`config.mk`:
```
export PLATFORM = sky130hd
export DESIGN_NAME = rgb_printable_six_bit_encoder_core
export DESIGN_NICKNAME = d
export VERILOG_FILES = /design/src/hdl/rgbpse_pkg.sv /design/src/hdl/rgbpse_front.sv /design/src/hdl/rgbpse_queue.sv /design/src/hdl/rgbpse_back.sv /design/src/hdl/rgb_printable_six_bit_encoder_core.sv
export SDC_FILE = /design/constraint.sdc
export NUM_CORES = 1
export LEC_CHECK = 0
export BUFFER_PORTS_ARGS = -buffer_cell sky130_fd_sc_hd__buf_2
export CAP_MARGIN = 30
export CORE_MARGIN = 2
export CORE_UTILIZATION = 30
export DETAILED_ROUTE_END_ITERATION = 7
export PLACE_DENSITY_LB_ADDON = 0.08
export SYNTH_ARGS = -nofsm -noshare
export SYNTH_HDL_FRONTEND = slang
export SYNTH_SLANG_ARGS = --single-unit
```
`constraint.sdc`:
```
create_clock -name clk -period 5.6 [get_ports clk]
set_input_delay 1.4 -clock clk [delete_from_list [all_inputs] [get_ports clk]]
set_output_delay 1.4 -clock clk [all_outputs]
set_load 0.02 [all_outputs]
```
`src/hdl/rgbpse_pkg.sv`:
```
`timescale 1ns / 1ps
`default_nettype none
package rgbpse_pkg;

  localparam int unsigned CharWidth    = 8;
  localparam int unsigned GroupCount   = 4;
  localparam int unsigned QueueDepth   = 2;
  localparam int unsigned QueuePtrW    = (QueueDepth > 1) ? $clog2(QueueDepth) : 1;
  localparam int unsigned QueueCountW  = $clog2(QueueDepth + 1);

  localparam logic [7:0] CHAR_OFFSET      = 8'd33;
  localparam logic [7:0] ASCII_QUOTE      = 8'h22;
  localparam logic [7:0] ASCII_BACKSLASH  = 8'h5C;
  localparam logic [7:0] ASCII_NEWLINE    = 8'h0A;
  localparam logic [7:0] ASCII_TAB        = 8'h09;
  localparam logic [7:0] DEFAULT_PIX_LINE = 8'd16;

  // one classified pixel: its four printable characters and the line break flag
  typedef struct packed {
    logic [GroupCount-1:0][CharWidth-1:0] chars;
    logic                                 line_break;
  } pix_desc_t;

  // bytes of the line break sequence, in emission order
  function automatic logic [7:0] line_break_byte(input logic [1:0] idx);
    logic [7:0] b;
    unique case (idx)
      2'd0:    b = ASCII_QUOTE;
      2'd1:    b = ASCII_NEWLINE;
      2'd2:    b = ASCII_TAB;
      default: b = ASCII_QUOTE;
    endcase
    return b;
  endfunction

endpackage
`default_nettype wire

```
`src/hdl/rgbpse_front.sv`:
```
`timescale 1ns / 1ps
`default_nettype none
module rgbpse_front
  import rgbpse_pkg::*;
(
  input  wire logic       clk,
  input  wire logic       rst_n,
  input  wire logic       cfg_valid,
  input  wire logic [7:0] cfg_pixels_per_line,
  input  wire logic       in_valid,
  output logic            in_stall,
  input  wire logic [7:0] in_red,
  input  wire logic [7:0] in_green,
  input  wire logic [7:0] in_blue,
  input  wire logic       q_full,
  output logic            push_valid,
  output pix_desc_t       push_desc
);

  logic [7:0] pixels_per_line_r, pixels_per_line_nxt;
  logic [7:0] line_count_r, line_count_nxt;
  logic       accept;
  logic [8:0] count_inc;
  logic       line_end;
  logic [GroupCount-1:0][5:0] groups;

  assign in_stall   = q_full;
  assign accept     = in_valid && !q_full;
  assign push_valid = accept;

  // msb first over red:green:blue
  assign groups[0] = in_red[7:2];
  assign groups[1] = {in_red[1:0], in_green[7:4]};
  assign groups[2] = {in_green[3:0], in_blue[7:6]};
  assign groups[3] = in_blue[5:0];

  assign count_inc = {1'b0, line_count_r} + 9'd1;
  assign line_end  = count_inc >= {1'b0, pixels_per_line_r};

  always_comb begin
    for (int g = 0; g < GroupCount; g++) begin
      push_desc.chars[g] = {2'b00, groups[g]} + CHAR_OFFSET;
    end
    push_desc.line_break = line_end;
  end

  always_comb begin
    pixels_per_line_nxt = cfg_valid ? cfg_pixels_per_line : pixels_per_line_r;
    line_count_nxt      = line_count_r;
    if (accept) begin
      line_count_nxt = line_end ? 8'd0 : count_inc[7:0];
    end
  end

  always_ff @(posedge clk) begin
    if (!rst_n) begin
      pixels_per_line_r <= DEFAULT_PIX_LINE;
      line_count_r      <= 8'd0;
    end else begin
      pixels_per_line_r <= pixels_per_line_nxt;
      line_count_r      <= line_count_nxt;
    end
  end

endmodule
`default_nettype wire

```
`src/hdl/rgbpse_queue.sv`:
```
`timescale 1ns / 1ps
`default_nettype none
module rgbpse_queue
  import rgbpse_pkg::*;
(
  input  wire logic      clk,
  input  wire logic      rst_n,
  input  wire logic      push_valid,
  input  wire pix_desc_t push_desc,
  output logic           full,
  input  wire logic      pop,
  output logic           empty,
  output pix_desc_t      head
);

  pix_desc_t               mem_r [QueueDepth];
  logic [QueuePtrW-1:0]    wr_ptr_r, wr_ptr_nxt;
  logic [QueuePtrW-1:0]    rd_ptr_r, rd_ptr_nxt;
  logic [QueueCountW-1:0]  count_r, count_nxt;
  logic                    do_push, do_pop;

  assign full    = count_r == QueueCountW'(QueueDepth);
  assign empty   = count_r == '0;
  assign do_push = push_valid && !full;
  assign do_pop  = pop && !empty;
  assign head    = mem_r[rd_ptr_r];

  always_comb begin
    wr_ptr_nxt = wr_ptr_r;
    rd_ptr_nxt = rd_ptr_r;
    count_nxt  = count_r;
    if (do_push) begin
      wr_ptr_nxt = (wr_ptr_r == QueuePtrW'(QueueDepth - 1)) ? '0 : wr_ptr_r + 1'b1;
    end
    if (do_pop) begin
      rd_ptr_nxt = (rd_ptr_r == QueuePtrW'(QueueDepth - 1)) ? '0 : rd_ptr_r + 1'b1;
    end
    if (do_push && !do_pop) begin
      count_nxt = count_r + 1'b1;
    end else if (do_pop && !do_push) begin
      count_nxt = count_r - 1'b1;
    end
  end

  always_ff @(posedge clk) begin
    if (!rst_n) begin
      wr_ptr_r <= '0;
      rd_ptr_r <= '0;
      count_r  <= '0;
    end else begin
      wr_ptr_r <= wr_ptr_nxt;
      rd_ptr_r <= rd_ptr_nxt;
      count_r  <= count_nxt;
    end
  end

  always_ff @(posedge clk) begin
    if (do_push) begin
      mem_r[wr_ptr_r] <= push_desc;
    end
  end

endmodule
`default_nettype wire

```
`src/hdl/rgbpse_back.sv`:
```
`timescale 1ns / 1ps
`default_nettype none
module rgbpse_back
  import rgbpse_pkg::*;
(
  input  wire logic       clk,
  input  wire logic       rst_n,
  input  wire logic       q_empty,
  input  wire pix_desc_t  q_head,
  output logic            q_pop,
  output logic            out_valid,
  input  wire logic       out_stall,
  output logic [7:0]      out_byte,
  output logic            out_last_of_pixel
);

  logic       in_lb_r, in_lb_nxt;
  logic [1:0] step_r, step_nxt;
  logic       sub_r, sub_nxt;
  logic       out_valid_r, out_valid_nxt;
  logic [7:0] byte_r, byte_nxt;
  logic       last_r, last_nxt;

  logic       load;
  logic [7:0] cur_char;
  logic       escape;
  logic       is_final;

  assign load     = !q_empty && (!out_valid_r || !out_stall);
  assign cur_char = q_head.chars[step_r];
  assign escape   = (cur_char == ASCII_QUOTE) || (cur_char == ASCII_BACKSLASH);

  always_comb begin
    in_lb_nxt     = in_lb_r;
    step_nxt      = step_r;
    sub_nxt       = sub_r;
    byte_nxt      = byte_r;
    last_nxt      = last_r;
    is_final      = 1'b0;
    out_valid_nxt = out_stall ? out_valid_r : 1'b0;

    if (in_lb_r) begin
      byte_nxt = line_break_byte(step_r);
      is_final = step_r == 2'd3;
    end else begin
      // escaped characters go out as a backslash followed by the character
      byte_nxt = (escape && !sub_r) ? ASCII_BACKSLASH : cur_char;
      is_final = (!escape || sub_r) && (step_r == 2'd3) && !q_head.line_break;
    end

    if (load) begin
      out_valid_nxt = 1'b1;
      last_nxt      = is_final;
      if (in_lb_r) begin
        step_nxt  = step_r + 2'd1;
        in_lb_nxt = !is_final;
      end else if (escape && !sub_r) begin
        sub_nxt = 1'b1;
      end else begin
        sub_nxt  = 1'b0;
        step_nxt = step_r + 2'd1;
        if (step_r == 2'd3) begin
          in_lb_nxt = q_head.line_break;
        end
      end
    end else begin
      byte_nxt = byte_r;
    end
  end

  assign q_pop             = load && is_final;
  assign out_valid         = out_valid_r;
  assign out_byte          = byte_r;
  assign out_last_of_pixel = last_r;

  always_ff @(posedge clk) begin
    if (!rst_n) begin
      in_lb_r     <= 1'b0;
      step_r      <= 2'd0;
      sub_r       <= 1'b0;
      out_valid_r <= 1'b0;
    end else begin
      in_lb_r     <= in_lb_nxt;
      step_r      <= step_nxt;
      sub_r       <= sub_nxt;
      out_valid_r <= out_valid_nxt;
    end
  end

  always_ff @(posedge clk) begin
    byte_r <= byte_nxt;
    last_r <= last_nxt;
  end

endmodule
`default_nettype wire

```
`src/hdl/rgb_printable_six_bit_encoder_core.sv`:
```
// six-bit printable encoder for rgb pixels
// input channel: in_valid / in_stall with in_red, in_green, in_blue; an item is
//   taken at a clock edge with in_valid high and in_stall low
// output channel: out_valid / out_stall with out_byte and out_last_of_pixel,
//   one text byte per item; out_last_of_pixel marks the final byte of a pixel
// config channel: cfg_valid / cfg_ready with cfg_pixels_per_line; cfg_ready is
//   always high, write only while the block is idle
// each pixel gives 4 to 8 data bytes, plus the 4-byte line break when the line fills
// a pixel taken while the queue is empty is written into the queue, then its first
//   byte is loaded into the output register
// throughput: one output byte per cycle while out_stall is low and the queue is
//   not empty, set by the output register; a pixel gives 4 to 12 bytes
// a two-entry queue between the classifying front and the byte serializer lets
//   the next pixel be taken while the current one is still being emitted
// reset (rst_n low, synchronous) empties the queue, drops any pending byte,
//   clears the line count and sets pixels_per_line to 16
// when out_stall is high the pending byte holds; once the queue fills in_stall rises
`timescale 1ns / 1ps
`default_nettype none
module rgb_printable_six_bit_encoder_core
  import rgbpse_pkg::*;
(
  input  wire logic       clk,
  input  wire logic       rst_n,
  input  wire logic       cfg_valid,
  output logic            cfg_ready,
  input  wire logic [7:0] cfg_pixels_per_line,
  input  wire logic       in_valid,
  output logic            in_stall,
  input  wire logic [7:0] in_red,
  input  wire logic [7:0] in_green,
  input  wire logic [7:0] in_blue,
  output logic            out_valid,
  input  wire logic       out_stall,
  output logic [7:0]      out_byte,
  output logic            out_last_of_pixel
);

  pix_desc_t push_desc;
  pix_desc_t q_head;
  logic      push_valid;
  logic      q_full;
  logic      q_empty;
  logic      q_pop;

  // register writes are always taken
  assign cfg_ready = 1'b1;

  // front: takes pixels, forms the four characters, decides line breaks
  rgbpse_front u_front (
    .clk                 (clk),
    .rst_n               (rst_n),
    .cfg_valid           (cfg_valid),
    .cfg_pixels_per_line (cfg_pixels_per_line),
    .in_valid            (in_valid),
    .in_stall            (in_stall),
    .in_red              (in_red),
    .in_green            (in_green),
    .in_blue             (in_blue),
    .q_full              (q_full),
    .push_valid          (push_valid),
    .push_desc           (push_desc)
  );

  // decoupling queue between front and back
  rgbpse_queue u_queue (
    .clk        (clk),
    .rst_n      (rst_n),
    .push_valid (push_valid),
    .push_desc  (push_desc),
    .full       (q_full),
    .pop        (q_pop),
    .empty      (q_empty),
    .head       (q_head)
  );

  // back: walks the characters with escapes, then the line break bytes
  rgbpse_back u_back (
    .clk               (clk),
    .rst_n             (rst_n),
    .q_empty           (q_empty),
    .q_head            (q_head),
    .q_pop             (q_pop),
    .out_valid         (out_valid),
    .out_stall         (out_stall),
    .out_byte          (out_byte),
    .out_last_of_pixel (out_last_of_pixel)
  );

endmodule
`default_nettype wire
```
==> metrics.cfg, run 1 <==
[setup_path]
worst-r2r-setup-slack_ns=1.65
worst-path-max-fanout=15
worst_setup_path_end_kind=flip-flop
critical_path_class=flip-flop to flip-flop
reg2regPathDepth=10
worstPathRequired_ns=5.86
startpoint_type=flip-flop
arrival_ns=4.21
r2r-end=u_queue.count_r[1]

[synth]
yosys_warnings=0
avgSynthCellArea_sq_um=12.7
syn_nets=398
postSynthCellCount=344
syn_area_sq_um=4380
synthFlopType=edfxtp_1
ys_seq_area_frac=0.572
yosysUniqueCellTypes=51
async_flop_share=0
synth-edff-count=66
ys_seq_elements=92

[hold_path]
worstHoldEndpoint=u_back.out_valid
hp-class=flip-flop to flip-flop
hold_depth=2
min-delay-start=u_back.out_valid

[global_route]
grtUsageTotal=0.123
antenna_found_initial=0
met1_usage=0.164
gr-total-overflow=0
grt_max_degree=30
grt_pass1_vias=2814
use_met2=0.187
grt_first_pass_wirelength_um=14700
use_met3=0.0344
busiest_layer=met2

[timing]
fin_skew_ns=0.00826
relSlewSlack=0.520
fin_hold_ws_ns=0.470
hold_viol_final=0
worstMarginPinSlew_ns=0.720
worst_slack_ns=1.65
max_freq_mhz=253
tns_ns=0
finalSetupViolations=0
finalCritPeriodShare=0.705
rsz0062_at_grt=false
report.final.slew_viol_count=0
period_minus_slack_ns=3.95

[layout]
final_util=0.352
regArea_sq_um=2500
nets=443
synthToLayoutAreaGrowth_pct=15.6
layout_common_cells=edfxtp_1, buf_2, dfxtp_1
multi_input_area_sq_um=1730
n_antenna_cell=0
nFillCells=1425
drive_gt1_frac=0.198
final_cells=578
layout_commonest_cell=edfxtp_1

[clock_network]
cts_hold_buf=0
cts_tree=built
cts-root-buf=clkbuf_16
cts.sinks=92
cts_buffer_depth=2
cts_resized=0
cts_buffers=9
clkTransAtPathRegs_ns=0.07
clk_latency_ns=0.35
post_cts_buffers=0
cts.htree.levels=3

[floorplan]
io_pins=49
die-width_um=125
die_y_um=125
core-area_sq_um=14400
die_area_sq_um=15600
fp-row-count=44
initial_core_util=0.305

[pwr]
ir_drop_uv=155
leakagePower_nw=1.92
power.density_nw_per_um2=366

[placement]
place_ws_ns=1.64
place.gp.congestion=0.722
dp_hpwl_um=6530
port_buffers=46
dp_cells=562

[flow_run]
drv_cap=0

[route]
post_drt_wl_per_cell_um=15.6
drt-pass1-iter-count=4
routed_wl_um=9010
drtIter0Drc=143
via_per_inst=4.77
vias=2757
antenna_left=0
route.detailed.drc=0

[status]
outcome=complete, no violations

[cells by family (layout without fill, tap and decap cells)]
kind of cell,Yosys count,in the layout,share of synthesized area
muxes,29,29,0.0909
and+or+nand+nor,90,90,0.114
xor gates and xnor gates,25,25,0.0500
other,2,2,0.00172
DFF,92,92,0.572
adders and majority gates,17,17,0.0486
buffers and inverters,32,82,0.0343
AOI/OAI and AO/OA,57,57,0.0889
[cell usage after synthesis, drive strengths merged (3+ instances only)]
| cell type | number | area, sq um |
|---|---|---|
| edfxtp | 66 | 1980 |
| dfxtp | 26 | 521 |
| mux2i | 21 | 210 |
| nor2 | 18 | 67.6 |
| ha | 17 | 213 |
| inv | 16 | 60.1 |
| nand3 | 16 | 80.1 |
| nand2 | 15 | 56.3 |
| xor2 | 15 | 131 |
| a21oi | 12 | 60.1 |
| o21ai | 11 | 55.1 |
| xnor2 | 10 | 87.6 |
| and3 | 9 | 56.3 |
| a22oi | 8 | 65.1 |
| clkbuf | 8 | 30.0 |
| mux4 | 8 | 188 |
| buf | 7 | 56.3 |
| or3 | 6 | 37.5 |
| nand4b | 5 | 43.8 |
| o211ai | 5 | 37.5 |
| a21o | 4 | 30.0 |
| a31oi | 3 | 18.8 |
| nand2b | 3 | 18.8 |
| nor2b | 3 | 18.8 |
| o221ai | 3 | 26.3 |
[power by group]
| part | switching (mW) | total, mW | internal [mW] |
|---|---|---|---|
| Sequential | 0.0504 | 0.892 | 0.842 |
| Clock | 0.274 | 0.581 | 0.307 |
| Combinational | 0.234 | 0.381 | 0.147 |
| Total | 0.558 | 1.85 | 1.30 |
[critical path, stage by stage, from the launching register on]
cell      delay, ns
dfxtp_1        0.75
buf_4          0.35
mux4_2         0.53
o21ai_1        0.22
and4bb_1       0.25
a22oi_2        0.54
a21oi_1        0.17
or2_1          0.25
ha_1           0.31
or3_1          0.35
a21oi_1        0.14
[metrics by stage]
| step | power [mW] | cell area (sq um) |
|---|---|---|
| after floorplan | 1.16 | 4380 |
| after global placement | 1.30 | 4770 |
| after detailed placement | 1.30 | 4780 |
| after CTS | 1.89 | 5060 |
| after global routing | 1.96 | 5060 |
| final | 1.85 | 5060 |
[area by class of cell]
type | instances | area share
sequential | 92 | 0.494
multi-input combinational | 220 | 0.342
timing repair buffer | 49 | 0.0499
tap | 184 | 0.0455
clock buffer | 9 | 0.0445
inverter | 17 | 0.0126
clock inverter | 7 | 0.0114
[flip-flops by register name, indices dropped and copies added (netlist names), 2 cells and up, named ones only]
register,count
u_back.out_byte,7
u_queue.mem_r,58
u_front.line_count_r,8
u_queue.count_r,2
u_front.pixels_per_line_r,8
u_back.step_r,2
[how the worst max path moves through the flow]
stage / endpoint / depth (start not counted)
after global placement: u_queue.count_r[1] / 10
final: u_queue.count_r[1] / 10
after floorplan: u_queue.mem_r[0][0] / 2
after global routing: u_queue.count_r[1] / 11
after CTS: u_queue.count_r[1] / 10
after detailed placement: u_queue.count_r[1] / 10
[metal layers]
metal,wire [um],share of wire
met1,4350,0.48
met2,4120,0.46
met3,395,0.044
met4,142,0.016
met5,0,0
Note: power is estimated with default switching activity, not from simulation.
==> inputs of run 2 (changes only) <==
==> constraint.sdc (replaced) <==
create_clock -name clk -period 4 [get_ports clk]
set_input_delay 1 -clock clk [delete_from_list [all_inputs] [get_ports clk]]
set_output_delay 1 -clock clk [all_outputs]
set_load 0.02 [all_outputs]
==> run 2 against run 1 <==
Non-clock buffer count is 2 higher; global-route usage shrank 0.34 points; sequential share of layout area is 0.085 points lower; first-iteration DRC count decreased by 5.6%; combinational power rose by 41%; clock skew is 0.0032 ns lower; fmax rose by 28%.
==> metrics.cfg, run 2 (synthesis gave the netlist of run 1 again) <==
[status]
outcome=complete, no violations

[setup_path]
crit_slowest_cell=mux4_1
worst_setup_path_end_kind=flip-flop
crit_path_end=u_queue.count_r[1]
cp_slowest_stage_delay_ns=0.59  ; -0.16 ns
crit_cells=11  ; +1
worst-path-max-fanout=12  ; -3
cp_top_family=simple AND/OR/NAND/NOR gates
crit_chain=buf_4, mux4_1, mux2i_1, nand2b_1, nor4b_2, a22oi_2, a21oi_1, or2_1, ha_1, or3_1, a21oi_1
arrival_ns=3.34  ; -0.87 ns
worstPathRequired_ns=4.26  ; -1.60 ns
crit_buf_inv=1  ; unchanged
reg2regPathDepth=11  ; +1
critical_path_class=flip-flop to flip-flop
startpoint_type=flip-flop
worst-r2r-setup-slack_ns=0.93  ; -0.73 ns
r2r-end=u_queue.count_r[1]
cpMostUsedCell=a21oi_1

[floorplan]
die_area_sq_um=15600  ; unchanged
io_pins=49  ; unchanged
core-area_sq_um=14400  ; unchanged
die-width_um=125  ; unchanged
initial_core_util=0.305  ; unchanged
die_y_um=125  ; unchanged
fp-row-count=44  ; unchanged

[layout]
layout_commonest_cell=edfxtp_1
nets=445  ; +0.45%
postLayoutCellArea_sq_um=5070  ; +0.17%
regMostFlops=u_queue.mem_r
synthToLayoutAreaGrowth_pct=15.8
layout_common_cells=edfxtp_1, buf_2, dfxtp_1
nFillCells=1439  ; +0.98%
largestRegisters=u_queue.mem_r x58, u_front.line_count_r x8, u_front.pixels_per_line_r x8
largest_register_ffs=58  ; unchanged
n_antenna_cell=0  ; unchanged
drive_gt1_frac=0.202  ; +0.00405
final_cells=580  ; +0.35%

[flow_run]
drv_cap=0  ; unchanged

[pwr]
intPower_mw=1.81  ; +40%
clockPowerShare=0.310  ; -0.003
p_sw_frac=0.299  ; -0.00224
leakagePower_nw=1.93  ; +0.64%
combPwrFrac=0.208  ; +0.002
p_switching_mw=0.771  ; +38%
power_frac_seq=0.483  ; +0.002
ir_drop_uv=180  ; +16%
power.density_nw_per_um2=509  ; +39%

[timing]
finalCritPeriodShare=0.769  ; +0.0635
fin_skew_ns=0.00506  ; -0.00320 ns
rsz0062_at_grt=false
hold_viol_final=0  ; unchanged
period_minus_slack_ns=3.07  ; -0.874 ns
tns_ns=0  ; unchanged
max_freq_mhz=325  ; +28%
relSlewSlack=0.501  ; -0.0191
finalSetupViolations=0  ; unchanged
worstMarginPinSlew_ns=0.749  ; +0.0287 ns
report.final.slew_viol_count=0  ; unchanged

[placement]
place.gp.congestion=0.706  ; -2.3%
postPlaceCellArea_sq_um=4790  ; +0.31%
port_buffers=46  ; unchanged
dp_hpwl_um=6340  ; -2.8%
dp_cells=564  ; +0.36%

[clock_network]
cts_tree=built
cts_hold_buf=0  ; unchanged
cts_resized=0  ; unchanged
cts_buffer_depth=2  ; unchanged
clk_latency_ns=0.35  ; about the same
cts-root-buf=clkbuf_16
cts.htree.levels=3  ; unchanged
post_cts_buffers=0  ; unchanged
clkTransAtPathRegs_ns=0.07  ; about the same
cts.sinks=92  ; unchanged
cts_buffers=9  ; unchanged

[global_route]
gr-total-overflow=0  ; unchanged
grt_first_pass_wirelength_um=14300  ; -3.0%
antenna_found_initial=0  ; unchanged
grt_pass1_vias=2719  ; -3.4%
grt_max_degree=30  ; unchanged
grtUsageTotal=0.119  ; -0.00337

[route]
via_per_inst=4.78  ; +0.27%
drt-pass1-iter-count=4  ; unchanged
antenna_left=0  ; unchanged
routed_wl_um=9000  ; -0.17%
drtIter0Drc=135  ; -5.6%
vias=2774  ; +0.62%
post_drt_wl_per_cell_um=15.5  ; -0.51%
route.detailed.drc=0  ; unchanged

[hold_path]
hp-class=flip-flop to flip-flop

run 2: per-stage QoR:
stage / utilization / worst slack (ns) / total power [mW] / hold slack, ns
floorplan: - / 1.18 / 1.63 / 0.448
global placement: 0.333 / 0.955 / 1.81 / 0.465
detailed placement: 0.334 / 0.869 / 1.81 / 0.487
CTS: 0.353 / 0.900 / 2.62 / 0.496
global route: 0.353 / 0.672 / 2.72 / 0.517
finish: 0.353 / 0.926 / 2.58 / 0.489
run 2: cell type report:
type,instances,area (sq um),area share
inverter,17,63.8,0.0126
timing repair buffer,51,268,0.0528
multi-input combinational,220,1730,0.341
clock buffer,9,225,0.0444
clock inverter,7,51.3,0.0101
sequential,92,2500,0.494
tap,184,230,0.0454
run 2: power groups by stage:
stage / Combinational [mW] / Sequential (mW) / Clock [mW]
2_1_floorplan: 0.350 / 1.28 / 0
3_3_place_gp: 0.539 / 1.27 / 0
3_5_place_dp: 0.543 / 1.27 / 0
4_1_cts: 0.547 / 1.25 / 0.828
5_1_grt: 0.596 / 1.26 / 0.866
6_report: 0.536 / 1.25 / 0.800
run 2: worst min-delay path by stage:
stage | endpoint | depth (start not counted) | slack (ns) | startpoint
floorplan | u_back.sub_r | 2 | 0.45 | u_back.sub_r
global placement | u_back.out_valid | 2 | 0.46 | u_back.out_valid
detailed placement | u_back.out_valid | 2 | 0.49 | u_back.out_valid
CTS | u_back.out_valid | 2 | 0.50 | u_back.out_valid
global route | u_front.pixels_per_line_r[4] | 2 | 0.52 | u_front.pixels_per_line_r[4]
finish | u_back.out_valid | 2 | 0.49 | u_back.out_valid
run 2: tightest hold or removal path, cell delays in order, from the launching register on:
cell and delay (ns):
dfxtp_1 0.31, nand2_1 0.07, a21oi_1 0.06
run 2: routing by layer:
| layer | up-vias | part of all wire | track usage |
|---|---|---|---|
| li1 | 1386 | - | - |
| met1 | 1326 | 0.49 | 0.158 |
| met4 | 0 | 0.023 | 0.0595 |
| met3 | 12 | 0.036 | 0.0275 |
| met2 | 50 | 0.45 | 0.184 |
| met5 | - | 0 | 0 |
==> inputs of run 3 (changes only) <==
==> constraint.sdc (replaced) <==
create_clock -name clk -period 3.1 [get_ports clk]
set_input_delay 0.775 -clock clk [delete_from_list [all_inputs] [get_ports clk]]
set_output_delay 0.775 -clock clk [all_outputs]
set_load 0.02 [all_outputs]
==> run 3 against run 2 <==
Flip-flop and latch count unchanged; combinational power increased by 44%; via count rose by 0.94%; clock-buffer cell count unchanged; routed wire length down 0.68%; sequential power is 26% higher; largest cell class unchanged; largest power group unchanged.
==> metrics.cfg, run 3 (synthesis gave the netlist of run 1 again) <==
[placement]
port_buffers=46  ; unchanged
dp_hpwl_um=6550  ; +3.2%
dp_cells=574  ; +1.8%
place.gp.congestion=0.707  ; +0.14%

[global_route]
met1_usage=0.166  ; +0.00812
antenna_found_initial=0  ; unchanged
grtUsageTotal=0.120  ; +0.000345
gr-total-overflow=0  ; unchanged
grt_pass1_vias=2690  ; -1.1%
busiest_layer=met2
grt_max_degree=30  ; unchanged
grt_first_pass_wirelength_um=14500  ; +1.5%
use_met3=0.0301  ; +0.00258
use_met2=0.178  ; -0.00546

[route]
vias=2800  ; +0.94%
post_drt_wl_per_cell_um=15.2  ; -2.2%
drt-pass1-iter-count=4  ; unchanged
routed_wl_um=8940  ; -0.68%
route.detailed.drc=0  ; unchanged
drtIter0Drc=143  ; +5.9%
via_per_inst=4.75  ; -0.61%
antenna_left=0  ; unchanged

[floorplan]
initial_core_util=0.305  ; unchanged
die_area_sq_um=15600  ; unchanged
io_pins=49  ; unchanged
core-area_sq_um=14400  ; unchanged
die_y_um=125  ; unchanged
fp-row-count=44  ; unchanged
die-width_um=125  ; unchanged

[hold_path]
hp-class=flip-flop to flip-flop

[pwr]
combPwrFrac=0.231  ; +0.023
clockPowerShare=0.296  ; -0.014
power.density_nw_per_um2=649  ; +27%
leakagePower_nw=1.99  ; +2.7%
intPower_mw=2.37  ; +31%
p_switching_mw=0.972  ; +26%
power_frac_seq=0.474  ; -0.009
p_sw_frac=0.291  ; -0.00812
ir_drop_uv=239  ; +33%

[timing]
relSlewSlack=0.620  ; +0.120
finalCritPeriodShare=0.934  ; +0.166
tns_ns=0  ; unchanged
period_minus_slack_ns=2.90  ; -0.178 ns
fin_skew_ns=0.00740  ; +0.00234 ns
report.final.slew_viol_count=0  ; unchanged
max_freq_mhz=345  ; +6.1%
finalSetupViolations=0  ; unchanged
rsz0062_at_grt=false
worstMarginPinSlew_ns=0.567  ; -0.182 ns
hold_viol_final=0  ; unchanged

[layout]
synthToLayoutAreaGrowth_pct=17.7
drive_gt1_frac=0.227  ; +0.0251
final_cells=589  ; +1.6%
regArea_sq_um=2500  ; about the same
largest_register_ffs=58  ; unchanged
layout_common_cells=edfxtp_1, buf_2, dfxtp_1
largestRegisters=u_queue.mem_r x58, u_front.line_count_r x8, u_front.pixels_per_line_r x8
n_antenna_cell=0  ; unchanged
nets=455  ; +2.2%
multi_input_area_sq_um=1740  ; +0.43%
layout_commonest_cell=edfxtp_1
nFillCells=1414  ; -1.7%
regMostFlops=u_queue.mem_r

[setup_path]
worstPathRequired_ns=3.37  ; -0.89 ns
critical_path_class=flip-flop to flip-flop
worst-path-max-fanout=9  ; -3
worst_setup_path_end_kind=flip-flop
startpoint_type=flip-flop
arrival_ns=3.17  ; -0.17 ns

[status]
outcome=complete, no violations

[clock_network]
clkTransAtPathRegs_ns=0.07  ; about the same
cts.sinks=92  ; unchanged
cts_tree=built
cts_buffers=9  ; unchanged
clk_latency_ns=0.34  ; about the same
cts-root-buf=clkbuf_16
cts.htree.levels=3  ; unchanged
cts_buffer_depth=2  ; unchanged

[flow_run]
drv_cap=0  ; unchanged

run 3: critical path, cell delays in order (launching register included):
cell and delay (ns):
dfxtp_1 0.50, nor2b_1 0.46, a22oi_1 0.15, o21ai_1 0.19, and4bb_1 0.23, a22oi_2 0.19
a21oi_2 0.09, or2_1 0.23, ha_1 0.32, or3_1 0.35, a21oi_1 0.14
run 3: final timing paths:
check / startpoint / end / slack (ns) / depth (start not counted)
setup reg to reg: u_back.step_r[1] / u_queue.count_r[1] / 0.20 / 10
hold reg to reg: u_back.out_valid / u_back.out_valid / 0.48 / 2
hold / removal: u_back.out_valid / u_back.out_valid / 0.48 / 2
setup / recovery: u_back.step_r[1] / u_queue.count_r[1] / 0.20 / 10
run 3: cell type report:
cell class,instances,area share
Clock buffer,9,0.0437
Multi-Input combinational cell,220,0.337
Timing Repair Buffer,61,0.0689
Inverter,17,0.0124
Tap cell,184,0.0447
Clock inverter,6,0.00777
Sequential cell,92,0.486
run 3: metal layers:
layer	up-vias	part of all wire
met2	64	0.45
met3	12	0.051
met4	0	0.017
met1	1323	0.48
met5	-	0
li1	1401	-
run 3: power by group through the flow:
stage | clock (mW) | sequential (mW) | combinational (mW)
floorplan | 0 | 1.65 | 0.452
global placement | 0 | 1.62 | 0.776
detailed placement | 0 | 1.61 | 0.780
CTS | 1.02 | 1.59 | 0.783
global route | 1.07 | 1.60 | 0.855
finish | 0.989 | 1.58 | 0.772
run 3: per-stage QoR:
stage	setup slack, ns	utilization	hold WS (ns)	area, sq um	power [mW]
after CTS	0.115	0.358	0.482	5140	3.39
final	0.203	0.359	0.476	5150	3.34
after global routing	0.00172	0.359	0.506	5150	3.53
after global placement	0.127	0.339	0.469	4870	2.39
after floorplan	0.285	-	0.448	4380	2.10
after detailed placement	0.143	0.340	0.469	4880	2.39
run 3: repair_timing:
action,4_1_cts,5_1_grt
hold buffers,0,0
gates resized for setup,0,4
setup buffers,0,0
endpoints found under the setup margin,0,2
